File: config.mk
export PLATFORM = sky130hd
export DESIGN_NAME = uniform_pmx_crossover
export DESIGN_NICKNAME = d
export VERILOG_FILES = /design/src/design/upmx_pkg.sv /design/src/design/uniform_pmx_crossover.sv /design/src/design/upmx_ctrl.sv /design/src/design/upmx_dp.sv
export SDC_FILE = /design/constraint.sdc
export NUM_CORES = 2
export LEC_CHECK = 0
export ABC_CLOCK_PERIOD_IN_PS = 4300
export BUFFER_PORTS_ARGS = -buffer_cell sky130_fd_sc_hd__buf_2
export CAP_MARGIN = 15
export CELL_PAD_IN_SITES_DETAIL_PLACEMENT = 1
export CELL_PAD_IN_SITES_GLOBAL_PLACEMENT = 1
export CORE_MARGIN = 1
export CORE_UTILIZATION = 50
export CTS_BUF_LIST = sky130_fd_sc_hd__clkbuf_4 sky130_fd_sc_hd__clkbuf_8
export CTS_CLUSTER_SIZE = 30
export DETAILED_ROUTE_END_ITERATION = 8
export PLACE_DENSITY = 0.86
export SETUP_SLACK_MARGIN = 0.4
export SYNTH_ARGS = -nofsm -noshare
export SYNTH_HDL_FRONTEND = slang
export SYNTH_SLANG_ARGS = --single-unit
File: constraint.sdc
create_clock -name clk_i -period 4.3 [get_ports clk_i]
set_input_delay 0.215 -clock clk_i [delete_from_list [all_inputs] [get_ports clk_i]]
set_output_delay 0.215 -clock clk_i [all_outputs]
set_load 0.03 [all_outputs]
File: src/design/upmx_pkg.sv
// Shared types and constants for the uniform PMX crossover block.
// Used by upmx_ctrl, upmx_dp and uniform_pmx_crossover; depends on nothing.
package upmx_pkg;

  localparam int SLOT_W     = 6;
  localparam int SLOTS      = 64;
  localparam int CNT_W      = 7;
  localparam int ATT_W      = 5;
  localparam int REQ_W      = 2;
  localparam int STAT_W     = 2;
  localparam int IN_DATA_W  = 24;
  localparam int OUT_DATA_W = 24;

  localparam logic [CNT_W-1:0] PERM_LEN_RST = 7'd64;

  // Division by three as a multiply by 43 and a shift by 7, exact below 128.
  localparam int DIV3_MUL   = 43;
  localparam int DIV3_SHIFT = 7;

  localparam logic [REQ_W-1:0] REQ_LOAD    = 2'd0;
  localparam logic [REQ_W-1:0] REQ_ATTEMPT = 2'd1;
  localparam logic [REQ_W-1:0] REQ_READ    = 2'd2;

  localparam logic [STAT_W-1:0] ST_OK      = 2'd0;
  localparam logic [STAT_W-1:0] ST_DRAW    = 2'd1;
  localparam logic [STAT_W-1:0] ST_EXHAUST = 2'd2;
  localparam logic [STAT_W-1:0] ST_BAD_POS = 2'd3;

  typedef enum logic [3:0] {
    OP_IDLE,
    OP_CAPTURE,
    OP_D0,
    OP_D1,
    OP_D2,
    OP_D3,
    OP_C0,
    OP_C1,
    OP_C2,
    OP_C3,
    OP_C4
  } upmx_op_e;

  typedef struct packed {
    upmx_op_e op;
    logic     emit;
  } upmx_cmd_t;

  typedef struct packed {
    logic go_attempt;
    logic redrop;
  } upmx_sts_t;

endpackage

File: src/design/uniform_pmx_crossover.sv
// Uniform PMX crossover. A load, read or rejected request passes only through
// the capture step and the done state; an accepted attempt also runs the list
// removal steps D0-D3 and the child swap steps C0-C4, repeating D0-D3 when the
// second position must also leave the legal list. One request at a time: the
// next transfer in is taken only once the previous result has been emitted.
// Reset clears the legal and attempt counts and sets the length to 64; the
// position memories are not cleared and must be loaded before use.
module uniform_pmx_crossover #(
  parameter int MAX_LEN = 64
) (
  input  logic                            clk_i,
  input  logic                            rst_ni,
  input  logic                            cfg_we_i,
  input  logic [upmx_pkg::CNT_W-1:0]      cfg_data_i,
  input  logic                            s_axis_tvalid_i,
  output logic                            s_axis_tready_o,
  // position, parent1_value, parent2_value, random_draw
  input  logic [upmx_pkg::IN_DATA_W-1:0]  s_axis_tdata_i,
  // req_type
  input  logic [upmx_pkg::REQ_W-1:0]      s_axis_tuser_i,
  output logic                            m_axis_tvalid_o,
  input  logic                            m_axis_tready_i,
  // child_value, legal_left, attempts_left, zero fill
  output logic [upmx_pkg::OUT_DATA_W-1:0] m_axis_tdata_o,
  // status
  output logic [upmx_pkg::STAT_W-1:0]     m_axis_tuser_o
);
  import upmx_pkg::*;

  upmx_cmd_t         cmd;
  upmx_sts_t         sts;
  logic [SLOT_W-1:0] child_value;
  logic [CNT_W-1:0]  legal_left;
  logic [ATT_W-1:0]  attempts_left;

  upmx_ctrl u_ctrl (
    .clk_i     (clk_i),
    .rst_ni    (rst_ni),
    .s_valid_i (s_axis_tvalid_i),
    .s_ready_o (s_axis_tready_o),
    .m_valid_o (m_axis_tvalid_o),
    .m_ready_i (m_axis_tready_i),
    .sts_i     (sts),
    .cmd_o     (cmd)
  );

  upmx_dp #(
    .MAX_LEN (MAX_LEN)
  ) u_dp (
    .clk_i           (clk_i),
    .rst_ni          (rst_ni),
    .cfg_we_i        (cfg_we_i),
    .cfg_data_i      (cfg_data_i),
    .cmd_i           (cmd),
    .sts_o           (sts),
    .req_type_i      (s_axis_tuser_i),
    .position_i      (s_axis_tdata_i[SLOT_W-1:0]),
    .parent1_value_i (s_axis_tdata_i[2*SLOT_W-1:SLOT_W]),
    .parent2_value_i (s_axis_tdata_i[3*SLOT_W-1:2*SLOT_W]),
    .random_draw_i   (s_axis_tdata_i[4*SLOT_W-1:3*SLOT_W]),
    .status_o        (m_axis_tuser_o),
    .child_value_o   (child_value),
    .legal_left_o    (legal_left),
    .attempts_left_o (attempts_left)
  );

  assign m_axis_tdata_o = {(OUT_DATA_W - SLOT_W - CNT_W - ATT_W)'(0),
                           attempts_left, legal_left, child_value};

  localparam logic [CNT_W-1:0] MaxLenC = CNT_W'(MAX_LEN);

  a_no_overwrite: assert property (@(posedge clk_i) disable iff (!rst_ni)
    cmd.emit |-> (!m_axis_tvalid_o || m_axis_tready_i))
    else $error("result register overwritten while a result is pending");

  a_attempt_busy: assert property (@(posedge clk_i) disable iff (!rst_ni)
    (s_axis_tvalid_i && s_axis_tready_o && sts.go_attempt) |=> !s_axis_tready_o)
    else $error("input taken while an attempt is in progress");

  a_legal_bound: assert property (@(posedge clk_i) disable iff (!rst_ni)
    m_axis_tvalid_o |-> (legal_left <= MaxLenC))
    else $error("legal count exceeds the maximum length");

endmodule

File: src/design/upmx_ctrl.sv
// Controller state machine for the uniform PMX crossover block.
// Sequences the datapath steps and owns both stream handshakes; uses upmx_pkg.
module upmx_ctrl (
  input  logic                clk_i,
  input  logic                rst_ni,
  input  logic                s_valid_i,
  output logic                s_ready_o,
  output logic                m_valid_o,
  input  logic                m_ready_i,
  input  upmx_pkg::upmx_sts_t sts_i,
  output upmx_pkg::upmx_cmd_t cmd_o
);
  import upmx_pkg::*;

  localparam logic [3:0] S_IDLE = 4'd0;
  localparam logic [3:0] S_D0   = 4'd1;
  localparam logic [3:0] S_D1   = 4'd2;
  localparam logic [3:0] S_D2   = 4'd3;
  localparam logic [3:0] S_D3   = 4'd4;
  localparam logic [3:0] S_C0   = 4'd5;
  localparam logic [3:0] S_C1   = 4'd6;
  localparam logic [3:0] S_C2   = 4'd7;
  localparam logic [3:0] S_C3   = 4'd8;
  localparam logic [3:0] S_C4   = 4'd9;
  localparam logic [3:0] S_DONE = 4'd10;

  logic [3:0] state_q, state_d;
  logic       pass_q, pass_d;
  logic       out_valid_q, out_valid_d;
  logic       emit;

  assign s_ready_o = (state_q == S_IDLE);
  assign m_valid_o = out_valid_q;
  assign emit      = (state_q == S_DONE) && (!out_valid_q || m_ready_i);

  always_comb begin
    state_d    = state_q;
    pass_d     = pass_q;
    cmd_o.op   = OP_IDLE;
    cmd_o.emit = emit;
    case (state_q)
      S_IDLE: begin
        if (s_valid_i) begin
          cmd_o.op = OP_CAPTURE;
          pass_d   = 1'b0;
          state_d  = sts_i.go_attempt ? S_D0 : S_DONE;
        end
      end
      S_D0: begin
        cmd_o.op = OP_D0;
        state_d  = S_D1;
      end
      S_D1: begin
        cmd_o.op = OP_D1;
        state_d  = S_D2;
      end
      S_D2: begin
        cmd_o.op = OP_D2;
        state_d  = S_D3;
      end
      S_D3: begin
        cmd_o.op = OP_D3;
        state_d  = pass_q ? S_DONE : S_C0;
      end
      S_C0: begin
        cmd_o.op = OP_C0;
        state_d  = S_C1;
      end
      S_C1: begin
        cmd_o.op = OP_C1;
        state_d  = S_C2;
      end
      S_C2: begin
        cmd_o.op = OP_C2;
        state_d  = S_C3;
      end
      S_C3: begin
        cmd_o.op = OP_C3;
        state_d  = S_C4;
      end
      S_C4: begin
        cmd_o.op = OP_C4;
        if (sts_i.redrop) begin
          pass_d  = 1'b1;
          state_d = S_D0;
        end else begin
          state_d = S_DONE;
        end
      end
      S_DONE: begin
        if (emit) begin
          state_d = S_IDLE;
        end
      end
      default: begin
        state_d = S_IDLE;
      end
    endcase
  end

  always_comb begin
    out_valid_d = out_valid_q;
    if (emit) begin
      out_valid_d = 1'b1;
    end else if (m_ready_i) begin
      out_valid_d = 1'b0;
    end
  end

  always_ff @(posedge clk_i or negedge rst_ni) begin
    if (!rst_ni) begin
      state_q     <= S_IDLE;
      pass_q      <= 1'b0;
      out_valid_q <= 1'b0;
    end else begin
      state_q     <= state_d;
      pass_q      <= pass_d;
      out_valid_q <= out_valid_d;
    end
  end

endmodule

File: src/design/upmx_dp.sv
// Datapath for the uniform PMX crossover block: the four position memories,
// the legal and attempt counters, the length register and the result register.
// Driven by upmx_ctrl through upmx_pkg command and status structs.
module upmx_dp #(
  parameter int MAX_LEN = 64
) (
  input  logic                        clk_i,
  input  logic                        rst_ni,
  input  logic                        cfg_we_i,
  input  logic [upmx_pkg::CNT_W-1:0]  cfg_data_i,
  input  upmx_pkg::upmx_cmd_t         cmd_i,
  output upmx_pkg::upmx_sts_t         sts_o,
  input  logic [upmx_pkg::REQ_W-1:0]  req_type_i,
  input  logic [upmx_pkg::SLOT_W-1:0] position_i,
  input  logic [upmx_pkg::SLOT_W-1:0] parent1_value_i,
  input  logic [upmx_pkg::SLOT_W-1:0] parent2_value_i,
  input  logic [upmx_pkg::SLOT_W-1:0] random_draw_i,
  output logic [upmx_pkg::STAT_W-1:0] status_o,
  output logic [upmx_pkg::SLOT_W-1:0] child_value_o,
  output logic [upmx_pkg::CNT_W-1:0]  legal_left_o,
  output logic [upmx_pkg::ATT_W-1:0]  attempts_left_o
);
  import upmx_pkg::*;

  localparam logic [CNT_W-1:0] MaxLenC = CNT_W'(MAX_LEN);
  localparam int               LIM_W   = 13;

  logic [CNT_W-1:0]  perm_len_q, cnt_q, eff_len;
  logic [ATT_W-1:0]  att_q, limit, att_rem;
  logic [LIM_W-1:0]  lim_prod;
  logic [STAT_W-1:0] in_status, status_q;
  logic              in_ok, capture, load_ok, cval_en_q;
  logic [SLOT_W-1:0] idx_q, last_q, last_d, p1_q, p2_q, cv1_q;

  logic [SLOT_W-1:0] c_mem [SLOTS];
  logic [SLOT_W-1:0] p_mem [SLOTS];
  logic [SLOT_W-1:0] l_mem [SLOTS];
  logic [SLOT_W-1:0] q_mem [SLOTS];

  logic              c_we, c_re, p_we, p_re, l_we, l_re, q_we, q_re_a, q_re_b;
  logic [SLOT_W-1:0] c_wa, c_wd, c_ra, p_wa, p_wd, p_ra;
  logic [SLOT_W-1:0] l_wa, l_wd, l_ra_a, l_ra_b, q_wa, q_wd, q_ra_a, q_ra_b;
  logic [SLOT_W-1:0] c_rd_q, p_rd_q, l_a_q, l_b_q, q_a_q, q_b_q;

  logic [STAT_W-1:0] out_status_q;
  logic [SLOT_W-1:0] out_child_q;
  logic [CNT_W-1:0]  out_legal_q;
  logic [ATT_W-1:0]  out_att_q;

  assign eff_len  = (perm_len_q > MaxLenC) ? MaxLenC : perm_len_q;
  assign lim_prod = LIM_W'(eff_len) * LIM_W'(DIV3_MUL);
  assign limit    = ATT_W'(lim_prod >> DIV3_SHIFT);
  assign att_rem  = (att_q >= limit) ? '0 : limit - att_q;
  assign last_d   = SLOT_W'(cnt_q - CNT_W'(1));

  always_comb begin
    case (req_type_i)
      REQ_LOAD, REQ_READ: begin
        in_status = ({1'b0, position_i} >= eff_len) ? ST_BAD_POS : ST_OK;
      end
      REQ_ATTEMPT: begin
        if (att_rem == '0) begin
          in_status = ST_EXHAUST;
        end else if ({1'b0, random_draw_i} >= cnt_q) begin
          in_status = ST_DRAW;
        end else begin
          in_status = ST_OK;
        end
      end
      default: begin
        in_status = ST_OK;
      end
    endcase
  end

  assign in_ok            = (in_status == ST_OK);
  assign capture          = (cmd_i.op == OP_CAPTURE);
  assign load_ok          = capture && (req_type_i == REQ_LOAD) && in_ok;
  assign sts_o.go_attempt = (req_type_i == REQ_ATTEMPT) && in_ok;
  assign sts_o.redrop     = ({1'b0, q_a_q} < cnt_q);

  // Memory port selection per datapath step. The D steps remove one entry from
  // the legal list; the C steps locate and swap the two child entries.
  always_comb begin
    c_we = 1'b0; c_re = 1'b0; c_wa = '0; c_wd = '0; c_ra = '0;
    p_we = 1'b0; p_re = 1'b0; p_wa = '0; p_wd = '0; p_ra = '0;
    l_we = 1'b0; l_re = 1'b0; l_wa = '0; l_wd = '0; l_ra_a = '0; l_ra_b = '0;
    q_we = 1'b0; q_re_a = 1'b0; q_re_b = 1'b0; q_wa = '0; q_wd = '0;
    q_ra_a = '0; q_ra_b = '0;
    case (cmd_i.op)
      OP_CAPTURE: begin
        c_we = load_ok; c_wa = position_i;      c_wd = parent1_value_i;
        p_we = load_ok; p_wa = parent2_value_i; p_wd = position_i;
        l_we = load_ok; l_wa = position_i;      l_wd = position_i;
        q_we = load_ok; q_wa = position_i;      q_wd = position_i;
        c_re = 1'b1;    c_ra = position_i;
      end
      OP_D0: begin
        l_re = 1'b1; l_ra_a = idx_q; l_ra_b = last_d;
      end
      OP_D1: begin
        l_we   = 1'b1; l_wa   = last_q; l_wd = l_a_q;
        q_re_a = 1'b1; q_ra_a = l_b_q;
        q_re_b = 1'b1; q_ra_b = l_a_q;
      end
      OP_D2: begin
        l_we = 1'b1; l_wa = idx_q; l_wd = l_b_q;
        q_we = 1'b1; q_wa = l_b_q; q_wd = q_b_q;
      end
      OP_D3: begin
        q_we = 1'b1; q_wa = l_a_q; q_wd = q_a_q;
      end
      OP_C0: begin
        c_re = 1'b1; c_ra = p1_q;
      end
      OP_C1: begin
        p_re = 1'b1; p_ra = c_rd_q;
      end
      OP_C2: begin
        c_re   = 1'b1; c_ra   = p_rd_q;
        q_re_a = 1'b1; q_ra_a = p_rd_q;
      end
      OP_C3: begin
        c_we = 1'b1; c_wa = p1_q; c_wd = c_rd_q;
      end
      OP_C4: begin
        c_we = 1'b1; c_wa = p2_q; c_wd = cv1_q;
      end
      default: begin
      end
    endcase
  end

  always_ff @(posedge clk_i) begin
    if (c_we) c_mem[c_wa] <= c_wd;
    if (c_re) c_rd_q <= c_mem[c_ra];
  end

  always_ff @(posedge clk_i) begin
    if (p_we) p_mem[p_wa] <= p_wd;
    if (p_re) p_rd_q <= p_mem[p_ra];
  end

  always_ff @(posedge clk_i) begin
    if (l_we) l_mem[l_wa] <= l_wd;
    if (l_re) begin
      l_a_q <= l_mem[l_ra_a];
      l_b_q <= l_mem[l_ra_b];
    end
  end

  always_ff @(posedge clk_i) begin
    if (q_we) q_mem[q_wa] <= q_wd;
    if (q_re_a) q_a_q <= q_mem[q_ra_a];
    if (q_re_b) q_b_q <= q_mem[q_ra_b];
  end

  always_ff @(posedge clk_i or negedge rst_ni) begin
    if (!rst_ni) begin
      perm_len_q <= PERM_LEN_RST;
      cnt_q      <= '0;
      att_q      <= '0;
    end else begin
      if (cfg_we_i) begin
        perm_len_q <= cfg_data_i;
      end
      if (load_ok) begin
        cnt_q <= eff_len;
        att_q <= '0;
      end else if (cmd_i.op == OP_D0) begin
        cnt_q <= cnt_q - CNT_W'(1);
      end else if (cmd_i.op == OP_C4) begin
        att_q <= att_q + ATT_W'(1);
      end
    end
  end

  always_ff @(posedge clk_i) begin
    case (cmd_i.op)
      OP_CAPTURE: begin
        idx_q     <= random_draw_i;
        status_q  <= in_status;
        cval_en_q <= (req_type_i == REQ_READ) && in_ok;
      end
      OP_D0: last_q <= last_d;
      OP_D1: p1_q   <= l_a_q;
      OP_C1: cv1_q  <= c_rd_q;
      OP_C2: p2_q   <= p_rd_q;
      OP_C4: idx_q  <= q_a_q;
      default: begin
      end
    endcase
    if (cmd_i.emit) begin
      out_status_q <= status_q;
      out_child_q  <= cval_en_q ? c_rd_q : '0;
      out_legal_q  <= cnt_q;
      out_att_q    <= att_rem;
    end
  end

  assign status_o        = out_status_q;
  assign child_value_o   = out_child_q;
  assign legal_left_o    = out_legal_q;
  assign attempts_left_o = out_att_q;

endmodule
; ---- Yosys cells after proc, flatten, opt, wreduce, memory -nomap -nowiden
; Memory sizes are Yosys's and may differ from the RTL's. A register that Yosys moved wholly into a read port is not among the register bits.
; Cells that the tools add are included.
; Widths: inputs -> output; s select.
[totals]
wordCells = 137
register_bits = 78
output_inout_bits = 28
mem_bits_rw = 1536
n_memories = 4
inputBits = 38
[op_classes]
multipliers = 1
reduce_logical = 25
n_eq_ne = 26
magnitude_cmp = 5
n_addsub = 3
n_mux = 56
[memory_table]
columns = memory, words, width, read_ports, rd_clocked_by_memory_dff, wr, line_no
row1 = u_dp.c_mem, 64, 6, 1, 1, 1, upmx_dp.sv:35  ; logic [SLOT_W-1:0] c_mem [SLOTS];
row2 = u_dp.l_mem, 64, 6, 2, 2, 1, upmx_dp.sv:37  ; logic [SLOT_W-1:0] l_mem [SLOTS];
row3 = u_dp.p_mem, 64, 6, 1, 1, 1, upmx_dp.sv:36  ; logic [SLOT_W-1:0] p_mem [SLOTS];
row4 = u_dp.q_mem, 64, 6, 2, 2, 1, upmx_dp.sv:38  ; logic [SLOT_W-1:0] q_mem [SLOTS];
[ops]
columns = operator, count
row1 = $pmux 6 s3, 7
row2 = $pmux 4 s11, 1
row3 = $pmux 4 s10, 1
row4 = $mux 6, 6
row5 = $eq 4x3->1 const B, 8
row6 = $eq 4x4->1 const B, 6
row7 = $pmux 6 s2, 2
row8 = $mux 7, 3
row9 = $mux 1, 20
row10 = $mux 4, 5
row11 = $mux 5, 4
row12 = $eq 4x2->1 const B, 4
row13 = $ge 6x7->1, 2
row14 = $mul 7x6->12 const B, 1
row15 = $reduce_bool 2->1, 5
row16 = $reduce_or 2->1, 5
row17 = $eq 4x1->1 const B, 2
row18 = $pmux 1 s2, 4
row19 = $gt 7x7->1 const B, 1
row20 = $lt 6x7->1, 1
row21 = $sub 7x1->7 const B, 1
row22 = $add 5x1->5 const B, 1
row23 = $ge 5x5->1, 1
row24 = $logic_and 1x1->1, 5
row25 = other kinds (15), 20

; ---- Logic depth before layout (Yosys ltp)
[depth]
depth_word = 13
depth_mapped = 23
ltp_nobuf = 23

; ---- Hierarchy
; From an unflattened synthesis, not the netlist that was laid out.
[hier_totals]
cells_unflattened = 5173
hier_area_um2 = 74323.8
[by_module_without_submodules]
columns = module, n_inst, seq_area_each_um2, area_per_inst_um2, cells_per_inst
row1 = upmx_dp, 1, 49273.5, 73810.8, 5107
row2 = upmx_ctrl, 1, 150.1, 464.2, 59
row3 = uniform_pmx_crossover, 1, 0.0, 48.8, 7

; ---- Worst setup path after synthesis
; No wires, ideal clock.
[synth_timing]
path_type = register to register
start = register u_dp.perm_len_q[6]
end = register u_ctrl.state_q[1]
setup_time_ps = 132
n_path_buf = 2
path_stages_with_launch = 22
t_arrival_ps = 4472
synth_period_minus_slack_ps = 4604
path_slack_ps = -304
required_time_ps = 4168
cell_sequence = dfstp_2 clkbuf_1 clkbuf_1 ha_1 inv_1 fa_1 inv_1 fa_1 ha_1 a21oi_1 o21ai_0 a21oi_1 o21bai_1 xnor2_1 ha_1 nand3_1 and4_1 o21ai_0 nand2_1 o31ai_1 a221oi_1 a21oi_1
[synth_via]
elab_chain_len = 13
elab_cells_between_ends = 16
cone_classes = add/sub: 1 / mul: 1 / order compare: 3 / mux: 8 / reduce/logical: 3
[synth_lines]
columns = element, line_no
row1 = "start, declared", upmx_dp.sv:28  ; logic [CNT_W-1:0] perm_len_q, cnt_q, eff_len;
row2 = "start signal, assigned", upmx_dp.sv:165  ; perm_len_q <= cfg_data_i;
row3 = $gt 7x7->1, upmx_dp.sv:50  ; assign eff_len = (perm_len_q > MaxLenC) ? MaxLenC : perm_len_q;
row4 = $mux 7 *, upmx_dp.sv:50
row5 = $mul 7x6->12 *, upmx_dp.sv:51  ; assign lim_prod = LIM_W'(eff_len) * LIM_W'(DIV3_MUL);
row6 = $sub 5x5->5 / $ge 5x5->1 (equally long branches), upmx_dp.sv:53  ; assign att_rem = (att_q >= limit) ? '0 : limit - att_q;
row7 = $mux 5 *, upmx_dp.sv:53
row8 = named net u_dp.att_rem[4], upmx_dp.sv:29  ; logic [ATT_W-1:0] att_q, limit, att_rem;
row9 = $logic_not 5->1 *, upmx_dp.sv:62  ; if (att_rem == '0) begin
row10 = $mux 2 *, upmx_dp.sv:62
row11 = $pmux 2 s2 *, upmx_dp.sv:57  ; case (req_type_i)
row12 = $logic_not 2->1 *, upmx_dp.sv:76  ; assign in_ok = (in_status == ST_OK);
row13 = $logic_and 1x1->1 *, upmx_dp.sv:79  ; assign sts_o.go_attempt = (req_type_i == REQ_ATTEMPT) && in_ok;
row14 = $mux 4 *, upmx_ctrl.sv:46  ; state_d = sts_i.go_attempt ? S_D0 : S_DONE;
row15 = $mux 4 *, upmx_ctrl.sv:43  ; if (s_valid_i) begin
row16 = $pmux 4 s11 *, upmx_ctrl.sv:41  ; case (state_q)
row17 = "end signal, assigned", upmx_ctrl.sv:116  ; state_q <= state_d;
row18 = "end, declared", upmx_ctrl.sv:27  ; logic [3:0] state_q, state_d;
; Mark *: on every way through the listed nets, which the timed path passes. The rest lies on a longest branch. The select of a mux whose other input is x is not followed.
; A chain may end at the register's enable or synchronous reset.

; ---- Final worst setup path
[layout_timing]
start = register u_dp.perm_len_q[2]
end = register u_ctrl.state_q[3]
[layout_via]
elab_chain_len = 13
elab_cells_between_ends = 16
cone_classes = add/sub: 1 / mul: 1 / order compare: 3 / mux: 8 / reduce/logical: 3
[layout_lines]
columns = element, line_no
row1 = $gt 7x7->1, upmx_dp.sv:50
row2 = $mux 7 *, upmx_dp.sv:50
row3 = $mul 7x6->12, upmx_dp.sv:51
row4 = $sub 5x5->5 / $ge 5x5->1 (equally long branches), upmx_dp.sv:53
row5 = $mux 5, upmx_dp.sv:53
row6 = $logic_not 5->1, upmx_dp.sv:62
row7 = $mux 2, upmx_dp.sv:62
row8 = $pmux 2 s2 *, upmx_dp.sv:57
row9 = $logic_not 2->1 *, upmx_dp.sv:76
row10 = $logic_and 1x1->1 *, upmx_dp.sv:79
row11 = $mux 4 *, upmx_ctrl.sv:46
row12 = $mux 4 *, upmx_ctrl.sv:43
row13 = $pmux 4 s11 *, upmx_ctrl.sv:41
; Mark *: on every way between the ends. The rest lies on a longest branch, timed or not. The select of a mux whose other input is x is not followed.

==> summary.md <==
| Metric | Value |
|---|---|
| Mapped Area | 73970 um2 |
| Most frequent cell after synthesis | edfxtp_1 |
| Worst IR Drop VDD | 0.0004860 V |
| Predominant post-synthesis flop cell | edfxtp_1 |
| Initial antenna violation count | 20 |
| RSZ-0062 raised after global routing | true |
| Total gr overflow | 0 |
| Clock sink total | 1650 |
| Yosys warns | 0 |
| H-tree levels | 5 |
| Ys async rst share | 0.01515 |
| Rows | 140 |
| Pin count of the biggest net entering global routing | 86 |
| WL final | 273900 um |
| Critical path endpoint category | flip-flop |
| Number of global-route vias before repair | 57310 |
| Fin worst setup slack | -0.8620 ns |
| Final period utilization | 1.200 |
| CTS Buf Count | 289 |
| Hold/Removal Path Class | in -> reg |
| Area contributors post-synth | edfxtp_1 66%, mux4_2 7.2%, nand2_1 5.4% |
| Relative slew slack | 0.1290 |
| Max Cap Viol | 0 |
| DR DRC count | 0 |
| Starting Density | 0.5057 |
| Critical path arrival | 6.15 ns |
| Core Box Area | 146300 um2 |
| Slew Limit Fails | 0 |
| Die Wd | 386.6 um |
| Req. time, crit path | 5.28 ns |
| Final setup fails | 10 |
| Routed wire per std cell | 34.52 um |
| Post-synthesis simple-gate area fraction | 0.1238 |
| P_leak | 28.94 nW |
| Latest clock arrival within the worst-skew pair | 1.09 ns |
| Avg Cell Area, Syn | 13.56 um2 |
| TNS Setup | -5.812 ns |
| Die height | 386.6 um |
| Share of the synthesized area in the top cell type | 0.6597 |
| Failing checks | setup timing |
| Outcome | finished, violations left |
| Area grow syn2layout | 16.57% |
| Xor-xnor portion of the synthesized cell area | 0.002842 |
| Post-Layout Cell Count | 7934 |
| Compound-Gate Fraction of Synth Area | 0.07358 |
| Via count | 56190 |
| Largest family of logic cells by synthesized area | simple AND/OR/NAND/NOR gates |
| Fin nets | 5895 |
| EDFF count, synth | 1625 |
| Worst-margin pin slew | 1.302 ns |
| Sequential element share of the synthesized area | 0.6682 |
| Library cells used by synthesis | 88 |
| DP Worst Slack | -0.5823 ns |
| Clock transition at path regs | 0.08 ns |
| First-pass GRT wire length | 387600 um |
| Pwr Total | 56.16 mW |
| FMAX | 193.7 MHz |
| Routed Antenna Nets | 0 |
| Via/cell ratio | 7.082 |
| Pwr dens | 651.4 nW/um2 |
| Startpoint types | flip-flop |
| CP max FO | 6 |
| Final hold violations | 0 |
| Min cycle time layout | 5.162 ns |
| Root Buffer | clkbuf_8 |
| Max Clock Skew | 0.1185 ns |
| Layout cell share with drive strength beyond 1 | 0.2513 |
| I/O Buffers | 59 |
| Max clock buf depth | 4 |
| Hpwl dp | 161500 um |
| Final core occ | 0.5895 |
| Synth Register Bits | 1650 |
| TritonCTS clock tree | built |
| Largest area contributor in the netlist | edfxtp_1 |
| All-Layer GR Usage | 0.3495 |
| I/O pin cnt | 66 |
| Number of fill cells in the layout | 13830 |
| Multiplexer share of the synthesized area | 0.09799 |
| First-pass iteration count of the detailed router | 7 |
| Critical path class | reg -> reg |
| First DRT Iteration DRCs | 8371 |
| Post-synth top cells | 1625 x edfxtp_1, 1057 x nand2_1, 340 x nor2_1, 271 x nand3_1, 238 x mux4_2 |
| Placed insts | 7342 |
| Die Footprint | 149500 um2 |
| Synthesized netlist cell count | 5453 |
| Synth Area in Adders | 0.008830 |
| Final RePlAce weighted congestion | 0.9904 |
-- cells in the final DEF, fill, tap and decap left out, drive strengths merged, types with 28 or more instances in the layout --
cell and instances:
nor2 341, a21oi 205, mux2i 144, nand2b 28, buf 385, nand3 271
nand2 1058, ha 41, edfxtp 1625, inv 46, or3 51, dlygate4sd3 43
and3 93, mux2 35, nor4 53, a31oi 94, nand4 33, clkinv 109
a211oi 43, nor3 60, mux4 240, a221oi 37, o221ai 46, o21ai 83
clkbuf 371, a22oi 69, o22ai 114
-- what timing repair did --
item	CTS	global route
endpoints found under the setup margin	1483	1484
resized for setup	329	246
pin swaps	36	26
buffers inserted	18	25
cloned	1	3
endpoints found under the hold margin	393	0
hold buffers	44	0
-- worst max-delay path, cell delays in order, from the launching register on --
cell,delay [ns]
dfrtp_1,0.50
xnor2_2,0.27
nor2_1,0.10
ha_1,0.23
fa_1,0.51
ha_1,0.35
a41o_1,0.22
a21o_1,0.19
a21oi_2,0.21
buf_4,0.19
o21ai_4,0.07
a21oi_2,0.20
o21bai_1,0.12
xnor2_1,0.14
ha_1,0.38
nand3_2,0.14
buf_6,0.16
nand2_4,0.07
a22oi_2,0.07
buf_6,0.15
o31ai_4,0.42
a221oi_2,0.14
a21oi_1,0.20
-- report_power, final --
group / switching (mW) / total (mW) / internal (mW)
sequential: 0.663 / 20.9 / 20.2
clock: 6.86 / 14.3 / 7.44
combinational: 14.8 / 20.9 / 6.17
-- per-stage QoR --
step | hold slack (ns) | cell area (um2)
after CTS | 0.01400 | 84930
after global routing | 0.1306 | 86200
after detailed placement | 0.3104 | 77750
final | 0.09531 | 86220
after global placement | 0.2853 | 77750
after floorplan | -0.08059 | 74060
-- cells by family after synthesis --
group                      count (synthesis)
adders and majority gates                 48
xor gates and xnor gates                  24
AOI/OAI and AO/OA                        816
DFF                                     1650
and+or+nand+nor                         2073
muxes                                    419
other                                      1
buffers and inverters                    422
-- area by class of cell --
class | count | area [um2] | area share
Clock inverter | 116 | 675.6 | 0.007836
Multi-Input combinational cell | 3390 | 25220 | 0.2925
Timing Repair Buffer | 428 | 3631 | 0.04211
Sequential cell | 1650 | 49430 | 0.5733
Tap cell | 1917 | 2399 | 0.02782
Inverter | 50 | 197.7 | 0.002293
Clock buffer | 371 | 4643 | 0.05385
Antenna cell | 12 | 30.03 | 0.0003483
-- state kept, by name, summed over array words and instances (netlist names), 4 cells and up --
signal,flops
u_dp.q_a_q,6
u_dp.c_mem,384
u_dp.p_rd_q,6
u_dp.l_a_q,6
u_dp.c_rd_q,6
u_dp.p_mem,384
u_dp.last_q,6
u_dp.p2_q,6
u_dp.legal_left_o,7
u_dp.child_value_o,6
u_dp.cv1_q,6
u_ctrl.state_q,4
u_dp.att_q,5
u_dp.cnt_q,7
u_dp.attempts_left_o,5
u_dp.idx_q,6
u_dp.q_b_q,6
u_dp.q_mem,384
u_dp.perm_len_q,7
u_dp.l_b_q,6
u_dp.l_mem,384
u_dp.p1_q,6
-- layer usage --
metal | vias to the layer above | global-route usage | routed length, um
met3 | 1317 | 0.09523 | 34430
met4 | 14 | 0.1820 | 17070
met1 | 28090 | 0.4357 | 93270
met2 | 4973 | 0.5595 | 129000
met5 | - | 0 | 103
li1 | 21800 | - | -
-- final timing paths --
| kind | startpoint | end | slack (ns) | cells past startpoint |
|---|---|---|---|---|
| max | u_dp.perm_len_q[2] | u_ctrl.state_q[3] | -0.86 | 22 |
| min | cfg_we_i | u_dp.perm_len_q[6] | 0.1 | 3 |
| max reg2reg | u_dp.perm_len_q[2] | u_ctrl.state_q[3] | -0.86 | 22 |
| min reg2reg | u_dp.cnt_q[4] | u_dp.legal_left_o[4] | 0.54 | 0 |
| max in group asynchronous | rst_ni | u_dp.perm_len_q[4] | 3.74 | 4 |
| min in group asynchronous | rst_ni | u_dp.perm_len_q[6] | 0.31 | 3 |
No activity file was read; power rests on OpenSTA's default activity.
